`config.mk`:
```
export PLATFORM = sky130hd
export DESIGN_NAME = rpbe_emit
export DESIGN_NICKNAME = d
export VERILOG_FILES = /design/src/rtl/core/assert_macros.svh /design/src/rtl/core/rpbe_pkg.sv /design/src/rtl/core/rpbe_emit.sv
export SDC_FILE = /design/constraint.sdc
export NUM_CORES = 1
export LEC_CHECK = 0
export BUFFER_PORTS_ARGS = -buffer_cell sky130_fd_sc_hd__buf_2
export CORE_ASPECT_RATIO = 0.75
export CORE_MARGIN = 4
export CORE_UTILIZATION = 45
export DETAILED_ROUTE_END_ITERATION = 7
export GPL_TIMING_DRIVEN = 1
export PLACE_DENSITY = 0.66
export SLEW_MARGIN = 10
export SYNTH_ARGS = -nofsm -noshare
export SYNTH_HDL_FRONTEND = slang
export SYNTH_SLANG_ARGS = --single-unit
```
`constraint.sdc`:
```
create_clock -name clk_i -period 19.12 [get_ports clk_i]
set_input_delay 1.912 -clock clk_i [delete_from_list [all_inputs] [get_ports clk_i]]
set_output_delay 1.912 -clock clk_i [all_outputs]
set_load 0.005 [all_outputs]
```
`src/rtl/core/assert_macros.svh`:
```
// Assertion macros shared by the blitter RTL.
// No dependencies; the assertion forms drop out when SYNTHESIS is defined.
`ifndef ASSERT_MACROS_SVH
`define ASSERT_MACROS_SVH

`ifndef SYNTHESIS
// Same-cycle implication, disabled during reset
`define RPBE_ASSERT_IMP(lbl, clk, rstn, ante, cons, msg) \
  lbl: assert property (@(posedge clk) disable iff (!rstn) (ante) |-> (cons)) \
    else $error(msg);
// Next-cycle implication, disabled during reset
`define RPBE_ASSERT_NXT(lbl, clk, rstn, ante, cons, msg) \
  lbl: assert property (@(posedge clk) disable iff (!rstn) (ante) |=> (cons)) \
    else $error(msg);
`else
`define RPBE_ASSERT_IMP(lbl, clk, rstn, ante, cons, msg)
`define RPBE_ASSERT_NXT(lbl, clk, rstn, ante, cons, msg)
`endif

`endif

```
`src/rtl/core/rpbe_pkg.sv`:
```
// Shared constants, codes and stage structs for the rotated palette blitter.
// Used by every module of the block except rpbe_ram; depends on nothing.
`timescale 1ns / 1ps

package rpbe_pkg;

  localparam int PALETTE_ENTRIES = 256;
  localparam int MAX_DIM         = 2048;
  localparam int ADDR_BITS       = 24;

  localparam int PAL_AW      = (PALETTE_ENTRIES > 1) ? $clog2(PALETTE_ENTRIES) : 1;
  localparam int DIM_W       = $clog2(MAX_DIM + 1);
  localparam int CW          = 16;
  localparam int OFS_W       = 2 * DIM_W + 1;
  localparam int IN_TDATA_W  = 144;
  localparam int OUT_TDATA_W = 120;
  localparam int CFG_IDX_W   = 3;
  localparam int CFG_DATA_W  = 16;

  localparam logic signed [CW-1:0] MAX_DIM_C = CW'(MAX_DIM);

  // Configuration register indexes
  localparam logic [CFG_IDX_W-1:0] CFG_ORIENT   = 3'd0;
  localparam logic [CFG_IDX_W-1:0] CFG_PHYS_W   = 3'd1;
  localparam logic [CFG_IDX_W-1:0] CFG_PHYS_H   = 3'd2;
  localparam logic [CFG_IDX_W-1:0] CFG_X_PITCH  = 3'd3;
  localparam logic [CFG_IDX_W-1:0] CFG_Y_PITCH  = 3'd4;
  localparam logic [CFG_IDX_W-1:0] CFG_LOG_W    = 3'd5;
  localparam logic [CFG_IDX_W-1:0] CFG_LOG_H    = 3'd6;

  typedef enum logic [1:0] {
    OP_PALETTE = 2'd0,
    OP_BLIT    = 2'd1,
    OP_PIXEL   = 2'd2
  } op_e;

  typedef enum logic [1:0] {
    ORIENT_0   = 2'd0,
    ORIENT_90  = 2'd1,
    ORIENT_180 = 2'd2,
    ORIENT_270 = 2'd3
  } orient_e;

  typedef enum logic {
    KIND_DESC  = 1'b0,
    KIND_PIXEL = 1'b1
  } kind_e;

  // One input request, unpacked
  typedef struct packed {
    logic [1:0]         op;
    logic [7:0]         index;
    logic [31:0]        color;
    logic signed [12:0] src_left;
    logic signed [12:0] src_top;
    logic signed [12:0] src_right;
    logic signed [12:0] src_bottom;
    logic signed [12:0] dst_x;
    logic signed [12:0] dst_y;
    logic [11:0]        src_width;
    logic [11:0]        src_height;
  } in_t;

  // Configuration seen by the datapath
  typedef struct packed {
    logic [11:0]          log_w;
    logic [11:0]          log_h;
    logic [ADDR_BITS-1:0] origin;
    logic [ADDR_BITS-1:0] step_x;
    logic [ADDR_BITS-1:0] step_y;
  } cfg_t;

  // Clip stage register contents
  typedef struct packed {
    logic [1:0]           op;
    logic                 idx_ok;
    logic [31:0]          data;
    logic                 empty;
    logic [DIM_W-1:0]     cols;
    logic [DIM_W-1:0]     rows;
    logic [11:0]          skip;
    logic [DIM_W-1:0]     top;
    logic [DIM_W-1:0]     left;
    logic [DIM_W-1:0]     sw;
    logic [ADDR_BITS-1:0] py;
    logic [ADDR_BITS-1:0] px;
  } clip_t;

  // One result
  typedef struct packed {
    logic        kind;
    logic        empty_res;
    logic [23:0] addr;
    logic [31:0] data;
    logic [21:0] src_offset;
    logic [11:0] src_skip;
    logic [11:0] columns;
    logic [11:0] rows;
    logic        last;
  } res_t;

  // Status of the result stage
  typedef struct packed {
    logic fire;
    logic last_load;
    logic blit_active;
  } stat_t;

endpackage

```
`src/rtl/core/rpbe_emit.sv`:
```
// Result stage: blit state, pixel address stepping and the output register.
// Depends on rpbe_pkg.
`timescale 1ns / 1ps

module rpbe_emit (
  input  logic               clk_i,
  input  logic               rst_ni,
  input  logic               en_i,
  input  logic               b_valid_i,
  input  rpbe_pkg::clip_t    b_i,
  input  rpbe_pkg::cfg_t     cfg_i,
  output logic               res_valid_o,
  output rpbe_pkg::res_t     res_o,
  output rpbe_pkg::stat_t    stat_o
);

  localparam int AW = rpbe_pkg::ADDR_BITS;
  localparam int DW = rpbe_pkg::DIM_W;
  localparam int OW = rpbe_pkg::OFS_W;

  logic          loaded_d, loaded_q;
  logic          active_d, active_q;
  logic [DW-1:0] col_d, col_q, row_d, row_q;
  logic [DW-1:0] ncols_d, ncols_q, nrows_d, nrows_q;
  logic [AW-1:0] row_addr_d, row_addr_q, pix_addr_d, pix_addr_q;
  logic [AW-1:0] sx_d, sx_q, sy_d, sy_q;
  logic [AW-1:0] first, row_next;
  logic [DW-1:0] col_inc, row_inc;
  logic [OW-1:0] ofs;
  logic          has_res, fire;
  rpbe_pkg::res_t res_d, res_q;
  logic          res_valid_q;

  assign fire = b_valid_i && en_i;

  always_comb begin
    loaded_d   = loaded_q;
    active_d   = active_q;
    col_d      = col_q;
    row_d      = row_q;
    ncols_d    = ncols_q;
    nrows_d    = nrows_q;
    row_addr_d = row_addr_q;
    pix_addr_d = pix_addr_q;
    sx_d       = sx_q;
    sy_d       = sy_q;
    res_d      = '0;
    has_res    = 1'b0;

    first    = cfg_i.origin + b_i.py + b_i.px;
    ofs      = OW'(b_i.top) * OW'(b_i.sw) + OW'(b_i.left);
    col_inc  = col_q + DW'(1);
    row_inc  = row_q + DW'(1);
    row_next = row_addr_q + sy_q;

    case (b_i.op)
      rpbe_pkg::OP_PALETTE: begin
        if (b_i.idx_ok) begin
          loaded_d = 1'b1;
        end
      end
      rpbe_pkg::OP_BLIT: begin
        // Start or restart a blit; any running one is dropped
        has_res    = 1'b1;
        res_d.kind = rpbe_pkg::KIND_DESC;
        active_d   = 1'b0;
        if (b_i.empty || !loaded_q) begin
          res_d.empty_res = 1'b1;
        end else begin
          res_d.src_offset = 22'(ofs);
          res_d.src_skip   = b_i.skip;
          res_d.columns    = 12'(b_i.cols);
          res_d.rows       = 12'(b_i.rows);
          active_d   = 1'b1;
          col_d      = '0;
          row_d      = '0;
          ncols_d    = b_i.cols;
          nrows_d    = b_i.rows;
          row_addr_d = first;
          pix_addr_d = first;
          sx_d       = cfg_i.step_x;
          sy_d       = cfg_i.step_y;
        end
      end
      rpbe_pkg::OP_PIXEL: begin
        if (active_q) begin
          has_res    = 1'b1;
          res_d.kind = rpbe_pkg::KIND_PIXEL;
          res_d.addr = 24'(pix_addr_q);
          res_d.data = b_i.data;
          col_d      = col_inc;
          pix_addr_d = pix_addr_q + sx_q;
          // Advance to the next row at the end of one
          if (col_inc >= ncols_q) begin
            col_d      = '0;
            row_d      = row_inc;
            row_addr_d = row_next;
            pix_addr_d = row_next;
            if (row_inc >= nrows_q) begin
              active_d   = 1'b0;
              res_d.last = 1'b1;
            end
          end
        end
      end
      default: ;
    endcase
  end

  // Blit control state
  always_ff @(posedge clk_i or negedge rst_ni) begin
    if (!rst_ni) begin
      loaded_q   <= 1'b0;
      active_q   <= 1'b0;
      col_q      <= '0;
      row_q      <= '0;
      ncols_q    <= '0;
      nrows_q    <= '0;
      row_addr_q <= '0;
      pix_addr_q <= '0;
    end else if (fire) begin
      loaded_q   <= loaded_d;
      active_q   <= active_d;
      col_q      <= col_d;
      row_q      <= row_d;
      ncols_q    <= ncols_d;
      nrows_q    <= nrows_d;
      row_addr_q <= row_addr_d;
      pix_addr_q <= pix_addr_d;
    end
  end

  // Steps latched at blit start
  always_ff @(posedge clk_i) begin
    if (fire) begin
      sx_q <= sx_d;
      sy_q <= sy_d;
    end
  end

  // Output register valid
  always_ff @(posedge clk_i or negedge rst_ni) begin
    if (!rst_ni) begin
      res_valid_q <= 1'b0;
    end else if (en_i) begin
      res_valid_q <= fire && has_res;
    end
  end

  // Output register payload
  always_ff @(posedge clk_i) begin
    if (fire && has_res) begin
      res_q <= res_d;
    end
  end

  assign res_valid_o        = res_valid_q;
  assign res_o              = res_q;
  assign stat_o.fire        = fire;
  assign stat_o.last_load   = fire && has_res && res_d.last;
  assign stat_o.blit_active = active_q;

endmodule

```
==> results.json <==
{
  "status": "finished clean",
  "seq_area_frac_synth": 0.378,
  "die_x_um": 249,
  "dpl-instance-area_sq_mm": 0.0219,
  "async_flop_share": 0.375,
  "grt_setup_unrepaired": "no",
  "hold_path.class": "reg2reg",
  "synth_top_area_cell": "edfxtp_1",
  "synth_edf_count": 165,
  "routed_wl_um": 50500,
  "wl_per_cell_um": 17.7,
  "grt_pass1_wl_um": 80300,
  "cts-resized-gates": 0,
  "drc_errors": 0,
  "cts-buffers-inserted": 30,
  "finalInstanceArea_sq_mm": 0.0230,
  "p_total_mw": 2.75,
  "cts_tree": "yes",
  "synth-main-ff-cell": "edfxtp_1",
  "clockRootBuffer": "clkbuf_16",
  "area_growth_pct": 17.2,
  "leakage_nw": 11.0,
  "cellPowerDensity_mw_per_mm2": 119,
  "grt_usage": 0.208,
  "vias_per_cell": 5.25,
  "holdWs_ns": 0.488,
  "setup_viol": 0,
  "crit_fanout": 12,
  "fin_crit_sh": 0.356,
  "drt_iter0_drc": 773,
  "cts_buffer_depth": 3,
  "grt_max_degree": 77,
  "die_h_um": 189,
  "end_kind": "flop",
  "drive_gt1_frac": 0.195,
  "syn_inst": 1940,
  "clock-sinks": 264,
  "finalSetupTns_ns": 0,
  "cts_hold_buf": 0,
  "finalNetCount": 2807,
  "fin_crit_ns": 6.80,
  "syn-num-nets": 2489,
  "ys_types": 70,
  "maxCapViolations": 0,
  "ys_seq_elements": 264,
  "clkSlewWorstSetupHoldPaths_ns": 0.06,
  "tightest_slew_ns": 1.18,
  "final_hold_viol_count": 0,
  "arrival_ns": 7.07,
  "gr-total-overflow": 0,
  "clock.fmax_ghz": 0.147,
  "antenna_found_initial": 3,
  "rows": 66,
  "grt_pass1_vias": 15000,
  "avgSynthCellArea_sq_um": 10.1,
  "fin_util": 0.532,
  "slew-limit-headroom": 0.214,
  "place_hpwl_um": 39300,
  "ys_top_cells_by_count": "220 x inv_1, 199 x nand2_1, 165 x edfxtp_1",
  "final_antenna_net_count": 0,
  "drv_slew": 0,
  "io_pins": 377,
  "ys_top_cells_by_area": "edfxtp_1 25%, fa_1 14%, dfrtp_1 13%, ha_1 10%, inv_1 4.2%",
  "skew_ns": 0.0192,
  "post_cts.repair.setup_buffers": 0,
  "via_count": 15000,
  "die_area_sq_mm": 0.0471,
  "ir_worst_vdd_mv": 0.0817,
  "yosysTopAreaCellShare": 0.252,
  "htree_levels": 1,
  "syn_area_sq_mm": 0.0197,
  "crit_required_ns": 19.39,
  "start_util": 0.454,
  "drt-pass1-iter-count": 7,
  "clock_latency_ns": 0.59,
  "cp-start-kind": "input port",
  "yosys_warnings": 0,
  "synth_most_common_cell": "inv_1",
  "core-area_sq_mm": 0.0433,
  "place.gp.congestion": 0.882,
  "fillers": 3910,
  "port_buffers": 352,
  "crit_type": "in2reg"
}
==> state kept, by name, summed over array words and instances (netlist names) <==
name / cells
row_addr_q: 24
active_q: 1
ncols_q: 12
res_o: 117
pix_addr_q: 24
col_q: 12
loaded_q: 1
sy_q: 24
sx_q: 24
nrows_q: 12
row_q: 12
res_valid_o: 1
==> cell type report <==
type                    count  area (sq um)  area share
flip-flops and latches    264          7430       0.323
repair buffers            362          1840      0.0798
clock buffers              39           825      0.0358
diodes                      2          5.00    0.000217
inverters                 220           826      0.0358
well taps                 578           723      0.0314
multi-input cells        1380         11100       0.482
clock inverters            17           273      0.0118
==> stage by stage <==
stage | instances | setup slack (ns)
CTS | 2860 | 12.41
finish | 2862 | 12.32
global route | 2862 | 12.11
global placement | 2804 | 11.90
floorplan | 1940 | 10.86
detailed placement | 2804 | 11.82
==> report_power, final <==
group,switching (mW),leakage [nW],internal (mW)
combinational,0.785,7.69,0.592
sequential,0.0549,2.75,0.686
clock,0.244,0.523,0.387
==> worst max-delay path: stages <==
cell and delay (ns):
buf_2 0.19, and2_1 0.21, fa_1 0.54, inv_1 0.05, fa_1 0.48, inv_1 0.06
fa_1 0.50, inv_1 0.05, fa_1 0.51, fa_1 0.52, inv_1 0.05, ha_1 0.32
a21boi_0 0.29, o21ai_0 0.16, a21oi_1 0.30, a21oi_1 0.21, o21ai_0 0.31, mux2i_1 0.23
nand4_1 0.17
==> layout by cell type (no fill, tap or decap), types with 17 or more instances in the layout <==
cell       instances
nor2_1            88
a211oi_1          20
inv_1            220
ha_1             156
fa_1             136
and2_1           121
clkbuf_16         30
and3_1            78
o21ai_0          122
a21oi_1           89
buf_2            351
nand3_1           21
o21a_1            17
nand2_1          199
nor3_1            19
a21o_1            38
dfrtp_1           99
xor2_1            38
xnor2_1           61
edfxtp_1         165
==> final timing paths <==
check,start,endpoint,slack [ns],depth (start not counted)
min in group asynchronous,rst_ni,pix_addr_q[0]$_DFFE_PN0P_,1.37,1
max,b_i[79],res_o[58]$_SDFFCE_PP0P_,12.32,19
min reg2reg,col_q[11]$_DFFE_PN0P_,col_q[11]$_DFFE_PN0P_,0.49,2
min,col_q[11]$_DFFE_PN0P_,col_q[11]$_DFFE_PN0P_,0.49,2
max in group asynchronous,rst_ni,ncols_q[5]$_DFFE_PN0P_,16.57,2
max reg2reg,col_q[0]$_DFFE_PN0P_,row_addr_q[23]$_DFFE_PN0P_,14.21,14
==> kinds of logic after synthesis <==
| logic type | count (synthesis) | share of synthesized area |
|---|---|---|
| multiplexers | 14 | 0.00745 |
| AND/OR/NAND/NOR | 579 | 0.146 |
| adder cells (fa/ha/maj) | 293 | 0.238 |
| XOR/XNOR | 99 | 0.0441 |
| AO/OA/AOI/OAI | 395 | 0.128 |
| flip-flops | 264 | 0.378 |
| buffers and inverters | 296 | 0.0589 |
==> per-layer routing <==
layer | vias to the layer above | global-route usage | part of all wire
met4 | 0 | 0.0474 | 0.021
met3 | 51 | 0.0323 | 0.068
met1 | 7288 | 0.296 | 0.44
li1 | 7254 | - | -
met5 | - | 0 | 0
met2 | 441 | 0.339 | 0.47
Power figures use the tool's default switching activity.
