[config.mk]
export PLATFORM = sky130hd
export DESIGN_NAME = rpbe_cfg
export DESIGN_NICKNAME = d
export VERILOG_FILES = /design/src/rtl/core/assert_macros.svh /design/src/rtl/core/rpbe_pkg.sv /design/src/rtl/core/rpbe_cfg.sv
export SDC_FILE = /design/constraint.sdc
export NUM_CORES = 1
export LEC_CHECK = 0
export ABC_AREA = 0
export BUFFER_PORTS_ARGS = -buffer_cell sky130_fd_sc_hd__buf_2
export CAP_MARGIN = 20
export CELL_PAD_IN_SITES_DETAIL_PLACEMENT = 1
export CELL_PAD_IN_SITES_GLOBAL_PLACEMENT = 1
export CORE_AREA = 2 2 174 176
export CTS_CLUSTER_DIAMETER = 120
export DETAILED_ROUTE_END_ITERATION = 16
export DIE_AREA = 0 0 176 178
export GPL_TIMING_DRIVEN = 0
export PLACE_DENSITY_LB_ADDON = 0.3
export SLEW_MARGIN = 5
export SYNTH_ARGS = -nofsm -noshare
export SYNTH_HDL_FRONTEND = slang
export SYNTH_SLANG_ARGS = --single-unit
[constraint.sdc]
create_clock -name clk_i -period 25.9 [get_ports clk_i]
set_input_delay 1.295 -clock clk_i [delete_from_list [all_inputs] [get_ports clk_i]]
set_output_delay 1.295 -clock clk_i [all_outputs]
set_load 0.005 [all_outputs]
[src/rtl/core/assert_macros.svh]
// Assertion macros shared by the blitter RTL.
// No dependencies; the assertion forms drop out when SYNTHESIS is defined.
`ifndef ASSERT_MACROS_SVH
`define ASSERT_MACROS_SVH

`ifndef SYNTHESIS
// Same-cycle implication, disabled during reset
`define RPBE_ASSERT_IMP(lbl, clk, rstn, ante, cons, msg) \
  lbl: assert property (@(posedge clk) disable iff (!rstn) (ante) |-> (cons)) \
    else $error(msg);
// Next-cycle implication, disabled during reset
`define RPBE_ASSERT_NXT(lbl, clk, rstn, ante, cons, msg) \
  lbl: assert property (@(posedge clk) disable iff (!rstn) (ante) |=> (cons)) \
    else $error(msg);
`else
`define RPBE_ASSERT_IMP(lbl, clk, rstn, ante, cons, msg)
`define RPBE_ASSERT_NXT(lbl, clk, rstn, ante, cons, msg)
`endif

`endif

[src/rtl/core/rpbe_pkg.sv]
// Shared constants, codes and stage structs for the rotated palette blitter.
// Used by every module of the block except rpbe_ram; depends on nothing.
`timescale 1ns / 1ps

package rpbe_pkg;

  localparam int PALETTE_ENTRIES = 256;
  localparam int MAX_DIM         = 2048;
  localparam int ADDR_BITS       = 24;

  localparam int PAL_AW      = (PALETTE_ENTRIES > 1) ? $clog2(PALETTE_ENTRIES) : 1;
  localparam int DIM_W       = $clog2(MAX_DIM + 1);
  localparam int CW          = 16;
  localparam int OFS_W       = 2 * DIM_W + 1;
  localparam int IN_TDATA_W  = 144;
  localparam int OUT_TDATA_W = 120;
  localparam int CFG_IDX_W   = 3;
  localparam int CFG_DATA_W  = 16;

  localparam logic signed [CW-1:0] MAX_DIM_C = CW'(MAX_DIM);

  // Configuration register indexes
  localparam logic [CFG_IDX_W-1:0] CFG_ORIENT   = 3'd0;
  localparam logic [CFG_IDX_W-1:0] CFG_PHYS_W   = 3'd1;
  localparam logic [CFG_IDX_W-1:0] CFG_PHYS_H   = 3'd2;
  localparam logic [CFG_IDX_W-1:0] CFG_X_PITCH  = 3'd3;
  localparam logic [CFG_IDX_W-1:0] CFG_Y_PITCH  = 3'd4;
  localparam logic [CFG_IDX_W-1:0] CFG_LOG_W    = 3'd5;
  localparam logic [CFG_IDX_W-1:0] CFG_LOG_H    = 3'd6;

  typedef enum logic [1:0] {
    OP_PALETTE = 2'd0,
    OP_BLIT    = 2'd1,
    OP_PIXEL   = 2'd2
  } op_e;

  typedef enum logic [1:0] {
    ORIENT_0   = 2'd0,
    ORIENT_90  = 2'd1,
    ORIENT_180 = 2'd2,
    ORIENT_270 = 2'd3
  } orient_e;

  typedef enum logic {
    KIND_DESC  = 1'b0,
    KIND_PIXEL = 1'b1
  } kind_e;

  // One input request, unpacked
  typedef struct packed {
    logic [1:0]         op;
    logic [7:0]         index;
    logic [31:0]        color;
    logic signed [12:0] src_left;
    logic signed [12:0] src_top;
    logic signed [12:0] src_right;
    logic signed [12:0] src_bottom;
    logic signed [12:0] dst_x;
    logic signed [12:0] dst_y;
    logic [11:0]        src_width;
    logic [11:0]        src_height;
  } in_t;

  // Configuration seen by the datapath
  typedef struct packed {
    logic [11:0]          log_w;
    logic [11:0]          log_h;
    logic [ADDR_BITS-1:0] origin;
    logic [ADDR_BITS-1:0] step_x;
    logic [ADDR_BITS-1:0] step_y;
  } cfg_t;

  // Clip stage register contents
  typedef struct packed {
    logic [1:0]           op;
    logic                 idx_ok;
    logic [31:0]          data;
    logic                 empty;
    logic [DIM_W-1:0]     cols;
    logic [DIM_W-1:0]     rows;
    logic [11:0]          skip;
    logic [DIM_W-1:0]     top;
    logic [DIM_W-1:0]     left;
    logic [DIM_W-1:0]     sw;
    logic [ADDR_BITS-1:0] py;
    logic [ADDR_BITS-1:0] px;
  } clip_t;

  // One result
  typedef struct packed {
    logic        kind;
    logic        empty_res;
    logic [23:0] addr;
    logic [31:0] data;
    logic [21:0] src_offset;
    logic [11:0] src_skip;
    logic [11:0] columns;
    logic [11:0] rows;
    logic        last;
  } res_t;

  // Status of the result stage
  typedef struct packed {
    logic fire;
    logic last_load;
    logic blit_active;
  } stat_t;

endpackage

[src/rtl/core/rpbe_cfg.sv]
// Configuration registers plus the orientation origin and pitch steps derived from them.
// Depends on rpbe_pkg.
`timescale 1ns / 1ps

module rpbe_cfg (
  input  logic                                clk_i,
  input  logic                                rst_ni,
  input  logic                                cfg_we_i,
  input  logic [rpbe_pkg::CFG_IDX_W-1:0]      cfg_idx_i,
  input  logic [rpbe_pkg::CFG_DATA_W-1:0]     cfg_wdata_i,
  output rpbe_pkg::cfg_t                      cfg_o
);

  localparam int AW = rpbe_pkg::ADDR_BITS;

  logic [1:0]  orient_q;
  logic [11:0] phys_w_q;
  logic [11:0] phys_h_q;
  logic [4:0]  x_pitch_q;
  logic [15:0] y_pitch_q;
  logic [11:0] log_w_q;
  logic [11:0] log_h_q;

  logic [AW-1:0] origin_d, origin_q;
  logic [AW-1:0] step_x_d, step_x_q;
  logic [AW-1:0] step_y_d, step_y_q;
  logic [AW-1:0] xp_e, yp_e, wm1, hm1, org_90, org_270;

  // Register writes
  always_ff @(posedge clk_i or negedge rst_ni) begin
    if (!rst_ni) begin
      orient_q  <= 2'd0;
      phys_w_q  <= 12'd320;
      phys_h_q  <= 12'd480;
      x_pitch_q <= 5'd4;
      y_pitch_q <= 16'd1280;
      log_w_q   <= 12'd320;
      log_h_q   <= 12'd480;
    end else if (cfg_we_i) begin
      unique case (cfg_idx_i)
        rpbe_pkg::CFG_ORIENT:  orient_q  <= cfg_wdata_i[1:0];
        rpbe_pkg::CFG_PHYS_W:  phys_w_q  <= cfg_wdata_i[11:0];
        rpbe_pkg::CFG_PHYS_H:  phys_h_q  <= cfg_wdata_i[11:0];
        rpbe_pkg::CFG_X_PITCH: x_pitch_q <= cfg_wdata_i[4:0];
        rpbe_pkg::CFG_Y_PITCH: y_pitch_q <= cfg_wdata_i[15:0];
        rpbe_pkg::CFG_LOG_W:   log_w_q   <= cfg_wdata_i[11:0];
        rpbe_pkg::CFG_LOG_H:   log_h_q   <= cfg_wdata_i[11:0];
        default: ;
      endcase
    end
  end

  // Origin and signed steps for the current rotation, modulo 2^AW
  always_comb begin
    xp_e    = AW'(x_pitch_q);
    yp_e    = AW'(y_pitch_q);
    wm1     = AW'(phys_w_q) - AW'(1);
    hm1     = AW'(phys_h_q) - AW'(1);
    org_90  = yp_e * hm1;
    org_270 = xp_e * wm1;
    case (rpbe_pkg::orient_e'(orient_q))
      rpbe_pkg::ORIENT_90: begin
        origin_d = org_90;
        step_x_d = -yp_e;
        step_y_d = xp_e;
      end
      rpbe_pkg::ORIENT_180: begin
        origin_d = org_90 + org_270;
        step_x_d = -xp_e;
        step_y_d = -yp_e;
      end
      rpbe_pkg::ORIENT_270: begin
        origin_d = org_270;
        step_x_d = yp_e;
        step_y_d = -xp_e;
      end
      default: begin
        origin_d = '0;
        step_x_d = xp_e;
        step_y_d = yp_e;
      end
    endcase
  end

  // Hold the derived values in registers to keep the multipliers off the datapath
  always_ff @(posedge clk_i) begin
    origin_q <= origin_d;
    step_x_q <= step_x_d;
    step_y_q <= step_y_d;
  end

  assign cfg_o.log_w  = log_w_q;
  assign cfg_o.log_h  = log_h_q;
  assign cfg_o.origin = origin_q;
  assign cfg_o.step_x = step_x_q;
  assign cfg_o.step_y = step_y_q;

endmodule

==> results.md <==
| Stage | Quantity | Value |
|---|---|---|
| run status | Outcome | finished clean |
| final layout | Layout overhead on the synthesized area | 11.14% |
| sta | Unrepaired setup endpoints after global routing | no |
| floorplan | Chip Height | 178 um |
| final layout | Commonest non-fill, non-tap cell in the layout | sky130_fd_sc_hd__inv_1 |
| yosys | Number of storage elements in the synthesis netlist | 143 |
| grt | GR Util All Layers | 34.77% |
| floorplan | Effective utilization at floorplan | 52.43% |
| grt | Vias in the first global route | 14629 |
| sta | Final setup violation count | 0 |
| grt | Maximum number of pins on one net before global-route repair | 70 |
| yosys | Post-synthesis average cell area | 9.337 um2 |
| sta | Pins Over Slew Limit | 0 |
| sta | Post-route fraction of the period consumed by the critical path | 38.78% |
| sta | Worst slew margin relative to its limit | 30.54% |
| worst setup path | Most frequent cell on the critical path | sky130_fd_sc_hd__fa_1 |
| route | Number of design rule violations left after detail routing | 0 |
| worst setup path | Worst R2R Start | phys_h_q[0]$_DFFE_PN0P_ |
| route | Detailed-routing iteration count for the pre-antenna-repair pass | 8 |
| placement | Global placement routability congestion | 0.9409 |
| sta | Worst hold slack after final layout | 0.5150 ns |
| yosys | Largest area contributor in the synthesized netlist | sky130_fd_sc_hd__fa_1 |
| yosys | Summed instance area of the synthesized netlist | 15420 um2 |
| worst setup path | Worst reg-to-reg setup slack | 15.85 ns |
| sta | Summed negative setup slack over all endpoints | 0 ns |
| clocking | CTS tree | built |
| clocking | Post-CTS Hold Buffers | 0 |
| yosys | Top cells by area, synth | sky130_fd_sc_hd__fa_1 (24%), sky130_fd_sc_hd__ha_1 (11%), sky130_fd_sc_hd__dfxtp_1 (9.3%), sky130_fd_sc_hd__dfrtp_1 (9.1%), sky130_fd_sc_hd__inv_1 (4.8%) |
| worst setup path | Critical path startpoint category | flip-flop |
| final layout | Proportion of layout cells with a drive suffix above 1 | 14.04% |
| clocking | PostCTS Resize Cnt | 0 |
| yosys | Largest family of logic cells by synthesized area | adder cells |
| sta | Count of endpoints failing hold in the final timing report | 0 |
| yosys | Share of Yosys cell area claimed by the top area cell type | 24.41% |
| yosys | XOR/XNOR share of the synthesized area | 4.975% |
| worst setup path | Crit Path Max Fanout | 10 |
| route | Number of design-rule violations left by the first detailed-router iteration | 827 |
| worst hold path | Hold Crit Class | reg -> reg |
| worst setup path | Biggest cell delay along the critical path | 0.72 ns |
| grt | Aggregate global routing overflow | 0 |
| worst setup path | Cell family contributing the most delay on the critical path | adder cells |
| yosys | Number of instances in the synthesized netlist | 1651 |
| grt | Number of antenna violations at the first check in global routing | 1 |
| clocking | CTS max path bufs | 2 |
| floorplan | IO Pins | 118 |
| route | Total via count after detailed routing | 13218 |
| sta | Final critical path time including I/O delays and setup | 10.05 ns |
| clocking | Setup bufs post-CTS | 0 |
| clocking | # H-tree levels | 4 |
| sta | Upper clock frequency limit | 0.09955 GHz |
| worst hold path | Critical hold path startpoint | log_w_q[10]$_DFFE_PN0P_ |
| worst setup path | CP max stage cell | sky130_fd_sc_hd__xnor2_1 |
| placement | Detailed placement HPWL | 40080 um |
| route | Routed via count divided by cell count | 6.030 |
| sta | Clock skew after layout | 0.01526 ns |
| yosys | Dominant synthesized flop cell | sky130_fd_sc_hd__dfxtp_1 |
| floorplan | Die area | 31330 um2 |
| floorplan | Standard cell core area | 29400 um2 |
| worst setup path | Element type at the critical path end | flip-flop |
| floorplan | FP Rows | 63 |
| route | Number of antenna-violating nets in the routed design | 0 |
| final layout | Number of antenna diodes | 0 |
| placement | Port bufs | 117 |
| yosys | Number of enable flip-flop cells after synthesis | 0 |
| yosys | Distinct cell type count of the synthesized netlist | 68 |
| worst setup path | Critical path required time | 26.22 ns |
| flow run | Max-cap violations | 0 |
| floorplan | Die extent in x | 176 um |
| yosys | Basic-gate share of the synthesized area counting and, or, nand and nor cells | 15.58% |
| clocking | Cts bufs inserted | 17 |
| clocking | Insertion delay of the later-clocked pin in the worst-skew pair | 0.45 ns |
| yosys | Synthesized Nets | 1994 |
| sta | Slew at the pin with the worst max-slew slack | 1.034 ns |
| grt | First-pass GRT wire length | 82460 um |
| final layout | Commonest non-fill, non-tap cells in the layout | sky130_fd_sc_hd__inv_1 (198), sky130_fd_sc_hd__nand2_1 (190), sky130_fd_sc_hd__fa_1 (188) |
| worst setup path | Startpoint of the most critical setup path | phys_h_q[0]$_DFFE_PN0P_ |
| final layout | Net count, final | 2132 |
| yosys | Mux share of post-synthesis cell area | 5.892% |
| worst setup path | Startpoint-to-endpoint class of the critical path | reg -> reg |
| route | Detailed Route WL | 52710 um |
| yosys | Ys async rst share | 49.65% |
| route | Routed wirelength normalized by instance count | 24.05 um |
| yosys | Share of the synthesized area in compound gates (AO/OA/AOI/OAI) | 10.53% |
| worst setup path | Buf/Inv on CP | 5 |
| yosys | Syn. warnings | 0 |
| clocking | TritonCTS sink count | 143 |
| clocking | CTS clock-pin slew for the worst setup and hold paths | 0.08 ns |
| yosys | Fraction of the yosys area taken by sequential cells | 21.00% |
| clocking | Clk Tree Root Cell | sky130_fd_sc_hd__clkbuf_16 |
| worst setup path | Data arrival at the endpoint of the critical path | 10.36 ns |
| yosys | Area share of fa/ha/maj cells after synthesis | 35.21% |
synthesized netlist by cell type (all sizes together), types with 4 or more instances:
cell / number
o31ai: 10
a32o: 7
and2: 66
dfrtp: 56
nor2: 76
dfstp: 15
a31oi: 7
fa: 188
mux2: 66
nor3b: 5
a211oi: 11
xnor2: 48
nand2: 190
nand3: 11
nand4b: 4
xor2: 37
or3: 11
buf: 9
clkbuf: 72
o211ai: 8
dfxtp: 72
o41ai: 4
nor3: 43
a21o: 18
nor2b: 31
inv: 199
o21a: 12
mux2i: 12
o21bai: 5
o21ai: 55
a21oi: 66
ha: 133
and3: 4
nand2b: 26
o22ai: 30
nor4: 8
worst paths after layout:
| check | end | cells past startpoint |
|---|---|---|
| worst max register to register | origin_q[23]$_DFF_P_ | 34 |
| worst min register to register | log_w_q[10]$_DFFE_PN0P_ | 1 |
| worst min-delay path | log_w_q[10]$_DFFE_PN0P_ | 1 |
| worst max-delay path | origin_q[23]$_DFF_P_ | 34 |
| max in group asynchronous | y_pitch_q[10]$_DFFE_PN1P_ | 2 |
| min in group asynchronous | phys_w_q[1]$_DFFE_PN0P_ | 1 |
registers in the layout, summed over array words and instances, names as in the netlist:
name,flops
log_h_q,12
log_w_q,12
orient_q,2
origin_q,24
phys_h_q,12
phys_w_q,12
step_x_q,24
step_y_q,24
x_pitch_q,5
y_pitch_q,16
per-layer routing:
layer	global-route usage (%)	up-vias	part of all wire, %
met4	19.28	2	5.7
met3	5.520	185	5.8
met2	58.83	564	49
met5	0	-	0.030
met1	42.68	6755	40
li1	-	5712	-
area by class of cell:
class                   count  area [um2]
plain buffers              81       305.3
clock buffers              17       425.4
clock inverters            15       182.7
fillers                  3397       12270
inverters                 199       747.0
multi-input cells        1228       11130
flip-flops and latches    143        3237
well taps                 390       488.0
repair buffers            119       620.6
metrics by stage:
stage / util (%) / instance area [um2] / instances / setup slack [ns]
floorplan: - / 15420 / 1651 / 17.41
global placement: 56.08 / 16490 / 2158 / 16.29
detailed placement: 56.20 / 16520 / 2160 / 16.01
CTS: 58.27 / 17130 / 2192 / 15.89
global route: 58.27 / 17130 / 2192 / 15.33
finish: 58.27 / 17130 / 2192 / 15.85
worst register-to-register path, delay by kind of cell (launching register included):
kind	cells	cell delay [ns]
compound gates	10	2.10
xor+xnor	3	1.11
fa+ha+maj	9	4.19
buf+inv	5	1.03
flops	1	0.47
mux	1	0.35
simple gates	6	0.67
logic make-up after synthesis:
kind of cell | count (synthesis)
buf+inv | 280
flops | 143
fa+ha+maj | 321
compound gates | 255
simple gates | 486
xor+xnor | 86
mux | 80
Power is left out: the tool's default activity adds up to more than one toggle a clock period on the data nets, which glitch-free logic cannot reach.
