[src/rtl/core/assert_macros.svh]
// Assertion macros shared by the blitter RTL.
// No dependencies; the assertion forms drop out when SYNTHESIS is defined.
`ifndef ASSERT_MACROS_SVH
`define ASSERT_MACROS_SVH

`ifndef SYNTHESIS
// Same-cycle implication, disabled during reset
`define RPBE_ASSERT_IMP(lbl, clk, rstn, ante, cons, msg) \
  lbl: assert property (@(posedge clk) disable iff (!rstn) (ante) |-> (cons)) \
    else $error(msg);
// Next-cycle implication, disabled during reset
`define RPBE_ASSERT_NXT(lbl, clk, rstn, ante, cons, msg) \
  lbl: assert property (@(posedge clk) disable iff (!rstn) (ante) |=> (cons)) \
    else $error(msg);
`else
`define RPBE_ASSERT_IMP(lbl, clk, rstn, ante, cons, msg)
`define RPBE_ASSERT_NXT(lbl, clk, rstn, ante, cons, msg)
`endif

`endif

[src/rtl/core/rpbe_pkg.sv]
// Shared constants, codes and stage structs for the rotated palette blitter.
// Used by every module of the block except rpbe_ram; depends on nothing.
`timescale 1ns / 1ps

package rpbe_pkg;

  localparam int PALETTE_ENTRIES = 256;
  localparam int MAX_DIM         = 2048;
  localparam int ADDR_BITS       = 24;

  localparam int PAL_AW      = (PALETTE_ENTRIES > 1) ? $clog2(PALETTE_ENTRIES) : 1;
  localparam int DIM_W       = $clog2(MAX_DIM + 1);
  localparam int CW          = 16;
  localparam int OFS_W       = 2 * DIM_W + 1;
  localparam int IN_TDATA_W  = 144;
  localparam int OUT_TDATA_W = 120;
  localparam int CFG_IDX_W   = 3;
  localparam int CFG_DATA_W  = 16;

  localparam logic signed [CW-1:0] MAX_DIM_C = CW'(MAX_DIM);

  // Configuration register indexes
  localparam logic [CFG_IDX_W-1:0] CFG_ORIENT   = 3'd0;
  localparam logic [CFG_IDX_W-1:0] CFG_PHYS_W   = 3'd1;
  localparam logic [CFG_IDX_W-1:0] CFG_PHYS_H   = 3'd2;
  localparam logic [CFG_IDX_W-1:0] CFG_X_PITCH  = 3'd3;
  localparam logic [CFG_IDX_W-1:0] CFG_Y_PITCH  = 3'd4;
  localparam logic [CFG_IDX_W-1:0] CFG_LOG_W    = 3'd5;
  localparam logic [CFG_IDX_W-1:0] CFG_LOG_H    = 3'd6;

  typedef enum logic [1:0] {
    OP_PALETTE = 2'd0,
    OP_BLIT    = 2'd1,
    OP_PIXEL   = 2'd2
  } op_e;

  typedef enum logic [1:0] {
    ORIENT_0   = 2'd0,
    ORIENT_90  = 2'd1,
    ORIENT_180 = 2'd2,
    ORIENT_270 = 2'd3
  } orient_e;

  typedef enum logic {
    KIND_DESC  = 1'b0,
    KIND_PIXEL = 1'b1
  } kind_e;

  // One input request, unpacked
  typedef struct packed {
    logic [1:0]         op;
    logic [7:0]         index;
    logic [31:0]        color;
    logic signed [12:0] src_left;
    logic signed [12:0] src_top;
    logic signed [12:0] src_right;
    logic signed [12:0] src_bottom;
    logic signed [12:0] dst_x;
    logic signed [12:0] dst_y;
    logic [11:0]        src_width;
    logic [11:0]        src_height;
  } in_t;

  // Configuration seen by the datapath
  typedef struct packed {
    logic [11:0]          log_w;
    logic [11:0]          log_h;
    logic [ADDR_BITS-1:0] origin;
    logic [ADDR_BITS-1:0] step_x;
    logic [ADDR_BITS-1:0] step_y;
  } cfg_t;

  // Clip stage register contents
  typedef struct packed {
    logic [1:0]           op;
    logic                 idx_ok;
    logic [31:0]          data;
    logic                 empty;
    logic [DIM_W-1:0]     cols;
    logic [DIM_W-1:0]     rows;
    logic [11:0]          skip;
    logic [DIM_W-1:0]     top;
    logic [DIM_W-1:0]     left;
    logic [DIM_W-1:0]     sw;
    logic [ADDR_BITS-1:0] py;
    logic [ADDR_BITS-1:0] px;
  } clip_t;

  // One result
  typedef struct packed {
    logic        kind;
    logic        empty_res;
    logic [23:0] addr;
    logic [31:0] data;
    logic [21:0] src_offset;
    logic [11:0] src_skip;
    logic [11:0] columns;
    logic [11:0] rows;
    logic        last;
  } res_t;

  // Status of the result stage
  typedef struct packed {
    logic fire;
    logic last_load;
    logic blit_active;
  } stat_t;

endpackage

[src/rtl/core/rpbe_clip.sv]
// Clip stage: clips the blit rectangle, forms destination offsets, registers the request.
// Depends on rpbe_pkg.
`timescale 1ns / 1ps

module rpbe_clip (
  input  logic                clk_i,
  input  logic                rst_ni,
  input  logic                en_i,
  input  logic                a_valid_i,
  input  rpbe_pkg::in_t       a_i,
  input  logic [31:0]         pal_rdata_i,
  input  rpbe_pkg::cfg_t      cfg_i,
  output logic                b_valid_o,
  output rpbe_pkg::clip_t     b_o
);

  localparam int CW = rpbe_pkg::CW;
  localparam int DW = rpbe_pkg::DIM_W;
  localparam int AW = rpbe_pkg::ADDR_BITS;

  logic signed [CW-1:0] sw, sh, lw, lh;
  logic signed [CW-1:0] l, t, r, b, dx, dy;
  logic signed [CW-1:0] l0, t0, r0, b0;
  logic signed [CW-1:0] l1, t1, dx1, dy1, r1, b1;
  logic signed [CW-1:0] cols, rws;
  logic                 idx_ok;
  rpbe_pkg::clip_t      clip_d;
  rpbe_pkg::clip_t      clip_q;
  logic                 b_valid_q;

  function automatic logic signed [CW-1:0] clamp_dim(input logic [11:0] v);
    logic signed [CW-1:0] x;
    x = signed'(CW'(v));
    return (x > rpbe_pkg::MAX_DIM_C) ? rpbe_pkg::MAX_DIM_C : x;
  endfunction

  // Clip against the source bitmap, then the logical screen
  always_comb begin
    sw = clamp_dim(a_i.src_width);
    sh = clamp_dim(a_i.src_height);
    lw = clamp_dim(cfg_i.log_w);
    lh = clamp_dim(cfg_i.log_h);
    l  = CW'($signed(a_i.src_left));
    t  = CW'($signed(a_i.src_top));
    r  = CW'($signed(a_i.src_right));
    b  = CW'($signed(a_i.src_bottom));
    dx = CW'($signed(a_i.dst_x));
    dy = CW'($signed(a_i.dst_y));

    l0 = l[CW-1] ? '0 : l;
    t0 = t[CW-1] ? '0 : t;
    r0 = (r > sw) ? sw : r;
    b0 = (b > sh) ? sh : b;

    l1  = dx[CW-1] ? l0 - dx : l0;
    dx1 = dx[CW-1] ? '0 : dx;
    t1  = dy[CW-1] ? t0 - dy : t0;
    dy1 = dy[CW-1] ? '0 : dy;

    r1 = (dx1 + (r0 - l1) > lw) ? lw - dx1 + l1 : r0;
    b1 = (dy1 + (b0 - t1) > lh) ? lh - dy1 + t1 : b0;

    cols = r1 - l1;
    rws  = b1 - t1;

    idx_ok = {1'b0, a_i.index} < 9'(rpbe_pkg::PALETTE_ENTRIES);

    clip_d.op     = a_i.op;
    clip_d.idx_ok = idx_ok;
    clip_d.data   = idx_ok ? pal_rdata_i : 32'd0;
    clip_d.empty  = (r1 <= l1) || (b1 <= t1);
    clip_d.cols   = DW'(cols);
    clip_d.rows   = DW'(rws);
    clip_d.skip   = 12'(sw - cols);
    clip_d.top    = DW'(t1);
    clip_d.left   = DW'(l1);
    clip_d.sw     = DW'(sw);
    // Destination offsets from the clipped destination corner
    clip_d.py     = AW'($unsigned(dy1)) * cfg_i.step_y;
    clip_d.px     = AW'($unsigned(dx1)) * cfg_i.step_x;
  end

  // Stage valid
  always_ff @(posedge clk_i or negedge rst_ni) begin
    if (!rst_ni) begin
      b_valid_q <= 1'b0;
    end else if (en_i) begin
      b_valid_q <= a_valid_i;
    end
  end

  // Stage payload
  always_ff @(posedge clk_i) begin
    if (en_i && a_valid_i) begin
      clip_q <= clip_d;
    end
  end

  assign b_valid_o = b_valid_q;
  assign b_o       = clip_q;

endmodule

[config.mk]
export PLATFORM = sky130hd
export DESIGN_NAME = rpbe_clip
export DESIGN_NICKNAME = d
export VERILOG_FILES = /design/src/rtl/core/assert_macros.svh /design/src/rtl/core/rpbe_pkg.sv /design/src/rtl/core/rpbe_clip.sv
export SDC_FILE = /design/constraint.sdc
export NUM_CORES = 2
export LEC_CHECK = 0
export BUFFER_PORTS_ARGS = -buffer_cell sky130_fd_sc_hd__clkbuf_2
export CAP_MARGIN = 20
export CORE_UTILIZATION = 65
export CTS_BUF_LIST = sky130_fd_sc_hd__clkbuf_8
export DETAILED_ROUTE_END_ITERATION = 16
export PLACE_DENSITY_LB_ADDON = 0.05
export SLEW_MARGIN = 20
export SYNTH_ARGS = -nofsm -noshare
export SYNTH_HDL_FRONTEND = slang
export SYNTH_SLANG_ARGS = --single-unit
[constraint.sdc]
create_clock -name clk_i -period 1.5 [get_ports clk_i]
set_clock_uncertainty 0.15 [all_clocks]
set_input_delay 0.3 -clock clk_i [delete_from_list [all_inputs] [get_ports clk_i]]
set_output_delay 0.3 -clock clk_i [all_outputs]
set_load 0.03 [all_outputs]
==> impl_metrics.py, run 1 <==
metrics = {
    "logic_synthesis": {
        "netlist_area_mm2": 0.0265,
        "ys_ff_latch": 156,
        "async_flop_share_pct": 0.641,
        "synthFlopType": "edfxtp_1",
        "avgSynthCellArea_um2": 9.07,
        "ys_warn_count": 0,
        "synth_cells": 2925,
        "synth_edf_count": 155,
        "synth_top_area_cell": "fa_1",
        "synth.distinct_cells": 78,
        "yosysSeqAreaShare_pct": 17.6,
        "yosys-top-cells-area": "fa_1 26%, edfxtp_1 18%, ha_1 13%",
        "synth_top_area_share_pct": 26.5,
    },
    "placement": {
        "dp_hpwl_um": 71100,
        "portBuffers": 367,
        "place_congestion": 0.976,
        "placed_area_mm2": 0.0346,
    },
    "floorplan": {
        "num_io_pins": 433,
        "start_util_pct": 66.3,
        "die_h_um": 204,
        "row_count": 73,
        "die_width_um": 204,
    },
    "clocking": {
        "root_buffer": "clkbuf_8",
        "cts_buffers": 17,
        "clock_sinks": 156,
        "htreeDepth": 4,
        "clk_path_buf_depth": 2,
    },
    "status": {
        "failed_stage": "global routing",
        "firstError": "[ERROR GRT-0232] Routing congestion too high. Check the congestion heatmap in the GUI.",
        "status": "did not finish",
    },
    "global_routing": {
        "grt_overflow": 1290,
        "grt_usage_pct": 92.9,
        "grt_max_degree": 61,
    },
    "timing": {
        "endpoint_type": "register data pin",
        "grt_repair_worst_endpoint": "b_o[94]$_DFFE_PP_/D",
    },
}
Yosys cell counts, drive strengths merged (13+ instances only):
library cell  instances
clkbuf               91
or3                  13
nor2b                52
mux2i                32
nor2                112
o21a                 26
xor2                 49
a31oi                15
inv                 506
nand2               440
a21oi               109
and2                131
edfxtp              155
xnor2               125
o21ai                92
a21o                 46
nor3                 27
nand2b               34
nand4                22
nand3                30
fa                  351
ha                  283
mux2                 32
metal layers:
metal / GRT usage (%) / overflow
met5: 55.2 / 4
met1: 85.9 / 32
met3: 80.5 / 27
met4: 105 / 413
met2: 109 / 814
logic make-up after synthesis:
family / count (synthesis) / synth area share, %
AND/OR/NAND/NOR: 897 / 15.8
AO/OA/AOI/OAI: 388 / 9.45
multiplexers: 64 / 2.60
buffers and inverters: 606 / 8.67
adder cells (fa/ha/maj): 638 / 40.0
flip-flops: 156 / 17.6
XOR/XNOR: 174 / 5.75
other: 2 / 0.0283
metrics by stage:
step                util (%)  setup slack [ns]  TNS, ns  instances
global placement        86.4             -7.52  -424.59       4370
floorplan                  -             -7.03  -428.73       2936
detailed placement      86.4             -7.75  -439.28       4370
CTS                     92.7             -6.75  -367.01       4491
what timing repair did:
item,CTS
hold endpoints to repair,38
pin swaps,144
setup endpoints to repair,253
resized for setup,264
cloned,4
setup buffers,53
hold buffers,40
==> inputs of run 2 (changes only) <==
--- a/config.mk
+++ b/config.mk
@@ -7,10 +7,9 @@
 export LEC_CHECK = 0
 export BUFFER_PORTS_ARGS = -buffer_cell sky130_fd_sc_hd__clkbuf_2
 export CAP_MARGIN = 20
-export CORE_UTILIZATION = 65
-export CTS_BUF_LIST = sky130_fd_sc_hd__clkbuf_8
+export CORE_UTILIZATION = 40
 export DETAILED_ROUTE_END_ITERATION = 16
-export PLACE_DENSITY_LB_ADDON = 0.05
+export PLACE_DENSITY_LB_ADDON = 0.15
 export SLEW_MARGIN = 20
 export SYNTH_ARGS = -nofsm -noshare
 export SYNTH_HDL_FRONTEND = slang
==> impl_metrics.py, run 2 <==
metrics = {
    "status": {
        "status": "finished with violations",
        "violations": "setup timing",
    },
    "floorplan": {
        "row_count": 94,
        "die_width_um": 259,
        "core_mm2": 0.0656,
        "die_area_mm2": 0.0673,
        "die_h_um": 259,
        "num_io_pins": 433,
        "start_util_pct": 40.4,
    },
    "detailed_routing": {
        "num_vias": 24400,
        "drc": 0,
        "first_pass_iters": 7,
        "wire_per_inst_um": 17.8,
        "antenna_left": 0,
        "drt-initial-drc-count": 1147,
        "vias_per_cell": 4.98,
        "routed_wl_um": 87600,
    },
    "timing": {
        "fmax_mhz": 120,
        "setup_ws_ns": -6.84,
        "rsz0062_at_grt": "true",
        "fin_setup_tns_ns": -358.04,
        "slew_violations": 0,
        "min_period_ns": 8.34,
        "finalSetupViolations": 228,
        "fin_crit_sh_pct": 556,
        "hold_violations": 0,
    },
    "critical_path": {
        "crit_top_cell": "fa_2",
        "rr_worst_depth": 1,
        "slowest_delay_ns": 0.56,
        "worst_path_max_delay_cell": "fa_2",
        "cpLargestDelayFamily": "adder cells",
        "worstPathRequired_ns": 1.60,
        "worstSetupEndpointType": "flip-flop",
        "path_buf_inv": 8,
        "cp-start-kind": "input port",
        "path_class": "input port to flip-flop",
        "critPathMaxFanout": 4,
        "arrival_ns": 8.45,
        "worstSetupPathDepth": 44,
    },
    "power": {
        "irDropWorstVdd_mv": 1.05,
        "leakagePower_uw": 0.0186,
        "p_per_area_mw_per_mm2": 1480,
    },
    "global_routing": {
        "grt_pass1_vias": 26300,
        "antenna_found_initial": 1,
        "grt_max_degree": 32,
        "grt_usage_pct": 26.4,
        "grt_overflow": 0,
        "grt_pass1_wl_um": 138000,
    },
    "logic_synthesis": {
        "netlist_area_mm2": 0.0265,
        "synth_edf_count": 155,
        "yosysMostFrequentCell": "inv_1",
        "netlist_top_cells_count": "504 x inv_1, 440 x nand2_1, 351 x fa_1",
        "ys_warn_count": 0,
        "avgSynthCellArea_um2": 9.07,
        "ys_ff_latch": 156,
        "synth.distinct_cells": 78,
        "async_flop_share_pct": 0.641,
        "synthFlopType": "edfxtp_1",
        "synth_cells": 2925,
        "yosysSeqAreaShare_pct": 17.6,
        "synth_top_area_cell": "fa_1",
        "yosys-top-cells-area": "fa_1 26%, edfxtp_1 18%, ha_1 13%",
        "synth_top_area_share_pct": 26.5,
    },
    "clocking": {
        "clock_sinks": 156,
        "root_buffer": "clkbuf_16",
        "cts_buffers": 17,
        "tritoncts": "done",
        "clk_path_buf_depth": 2,
        "clock_latency_ns": 0.48,
        "cts.clk_slew.worst_paths_ns": 0.08,
        "htreeDepth": 4,
    },
    "layout": {
        "area_growth_pct": 45.3,
        "final_cell_mix": "698 x buf_4, 480 x inv_1, 405 x nand2_1, 343 x clkbuf_2, 335 x fa_1",
        "multi_input_area_mm2": 0.0216,
        "largest_register_ffs": 155,
        "fill_cells": 5747,
        "final-seq-area_mm2": 0.00468,
        "drive_above_1_share_pct": 38.2,
        "final_common_cell": "buf_4",
        "nNetsFinal": 4941,
    },
    "hold_path": {
        "hold_depth": 4,
        "hold_path_class": "input port to flip-flop",
    },
    "placement": {
        "dp_slack_ns": -7.71,
        "portBuffers": 367,
        "dp_hpwl_um": 72200,
        "place_congestion": 0.939,
    },
    "run": {
        "maxCapViolations": 0,
    },
}
[run 2: final cells by class]
type,count,area share (%)
Multi-Input combinational cell,2174,56.0
Tap cell,864,2.81
Clock inverter,15,0.425
Sequential cell,156,12.1
Antenna cell,2,0.0130
Inverter,506,4.98
Clock buffer,17,1.10
Timing Repair Buffer,1176,22.5
[run 2: worst paths after layout]
check,start,endpoint,slack (ns)
worst min-delay path,a_i[12],b_o[48],0.11
worst max register to register,b_valid_o,b_valid_o,0.59
worst max-delay path,a_i[23],b_o[94],-6.84
worst min register to register,b_valid_o,b_valid_o,0.38
min in group asynchronous,rst_ni,b_valid_o,0.51
max in group asynchronous,rst_ni,b_valid_o,0.59
[run 2: routing by layer]
metal / GRT usage, % / share of wire [%] / wire [um]
met2: 44.9 / 49 / 42600
met1: 34.1 / 43 / 37900
met5: 0 / 0 / 0
met4: 10.0 / 3.7 / 3200
met3: 3.20 / 4.4 / 3880
[run 2: logic make-up (layout without fill, tap and decap cells)]
family / after synthesis / count (layout) / synth area share (%)
xor gates and xnor gates: 174 / 174 / 5.75
muxes: 64 / 64 / 2.60
buffers and inverters: 606 / 1714 / 8.67
adders and majority gates: 638 / 638 / 40.0
DFF: 156 / 156 / 17.6
AOI/OAI and AO/OA: 388 / 388 / 9.45
and+or+nand+nor: 897 / 897 / 15.8
other: 2 / 15 / 0.0283
[run 2: repair_timing]
item                       4_1_cts  5_1_grt
hold endpoints to repair        36        0
resized for setup              230      104
hold buffers                    38        0
setup endpoints to repair      259      327
gates cloned                     2        0
setup buffers                   81       20
pin swaps                      160       94
[run 2: per-stage QoR]
| stage | util, % | cell area [um^2] | std cells | hold WS, ns | power, uW |
|---|---|---|---|---|---|
| 6_report | 58.7 | 38500 | 4910 | 0.107 | 57100 |
| 5_1_grt | 58.7 | 38500 | 4909 | 0.106 | 61700 |
| 4_1_cts | 57.9 | 38000 | 4894 | 0.0639 | 55900 |
| 3_5_place_dp | 53.9 | 35400 | 4748 | -0.0742 | 47400 |
| 3_3_place_gp | 53.9 | 35400 | 4748 | -0.0731 | 46700 |
| 2_1_floorplan | - | 27900 | 2936 | -0.146 | 32400 |
[run 2: power by group]
| part | internal [uW] | leakage [uW] | switching, uW |
|---|---|---|---|
| logic | 22400 | 0.0169 | 22500 |
| registers | 7110 | 0.00144 | 438 |
| clock network | 2230 | 0.000281 | 2440 |
Note: power is estimated with default switching activity, not from simulation.
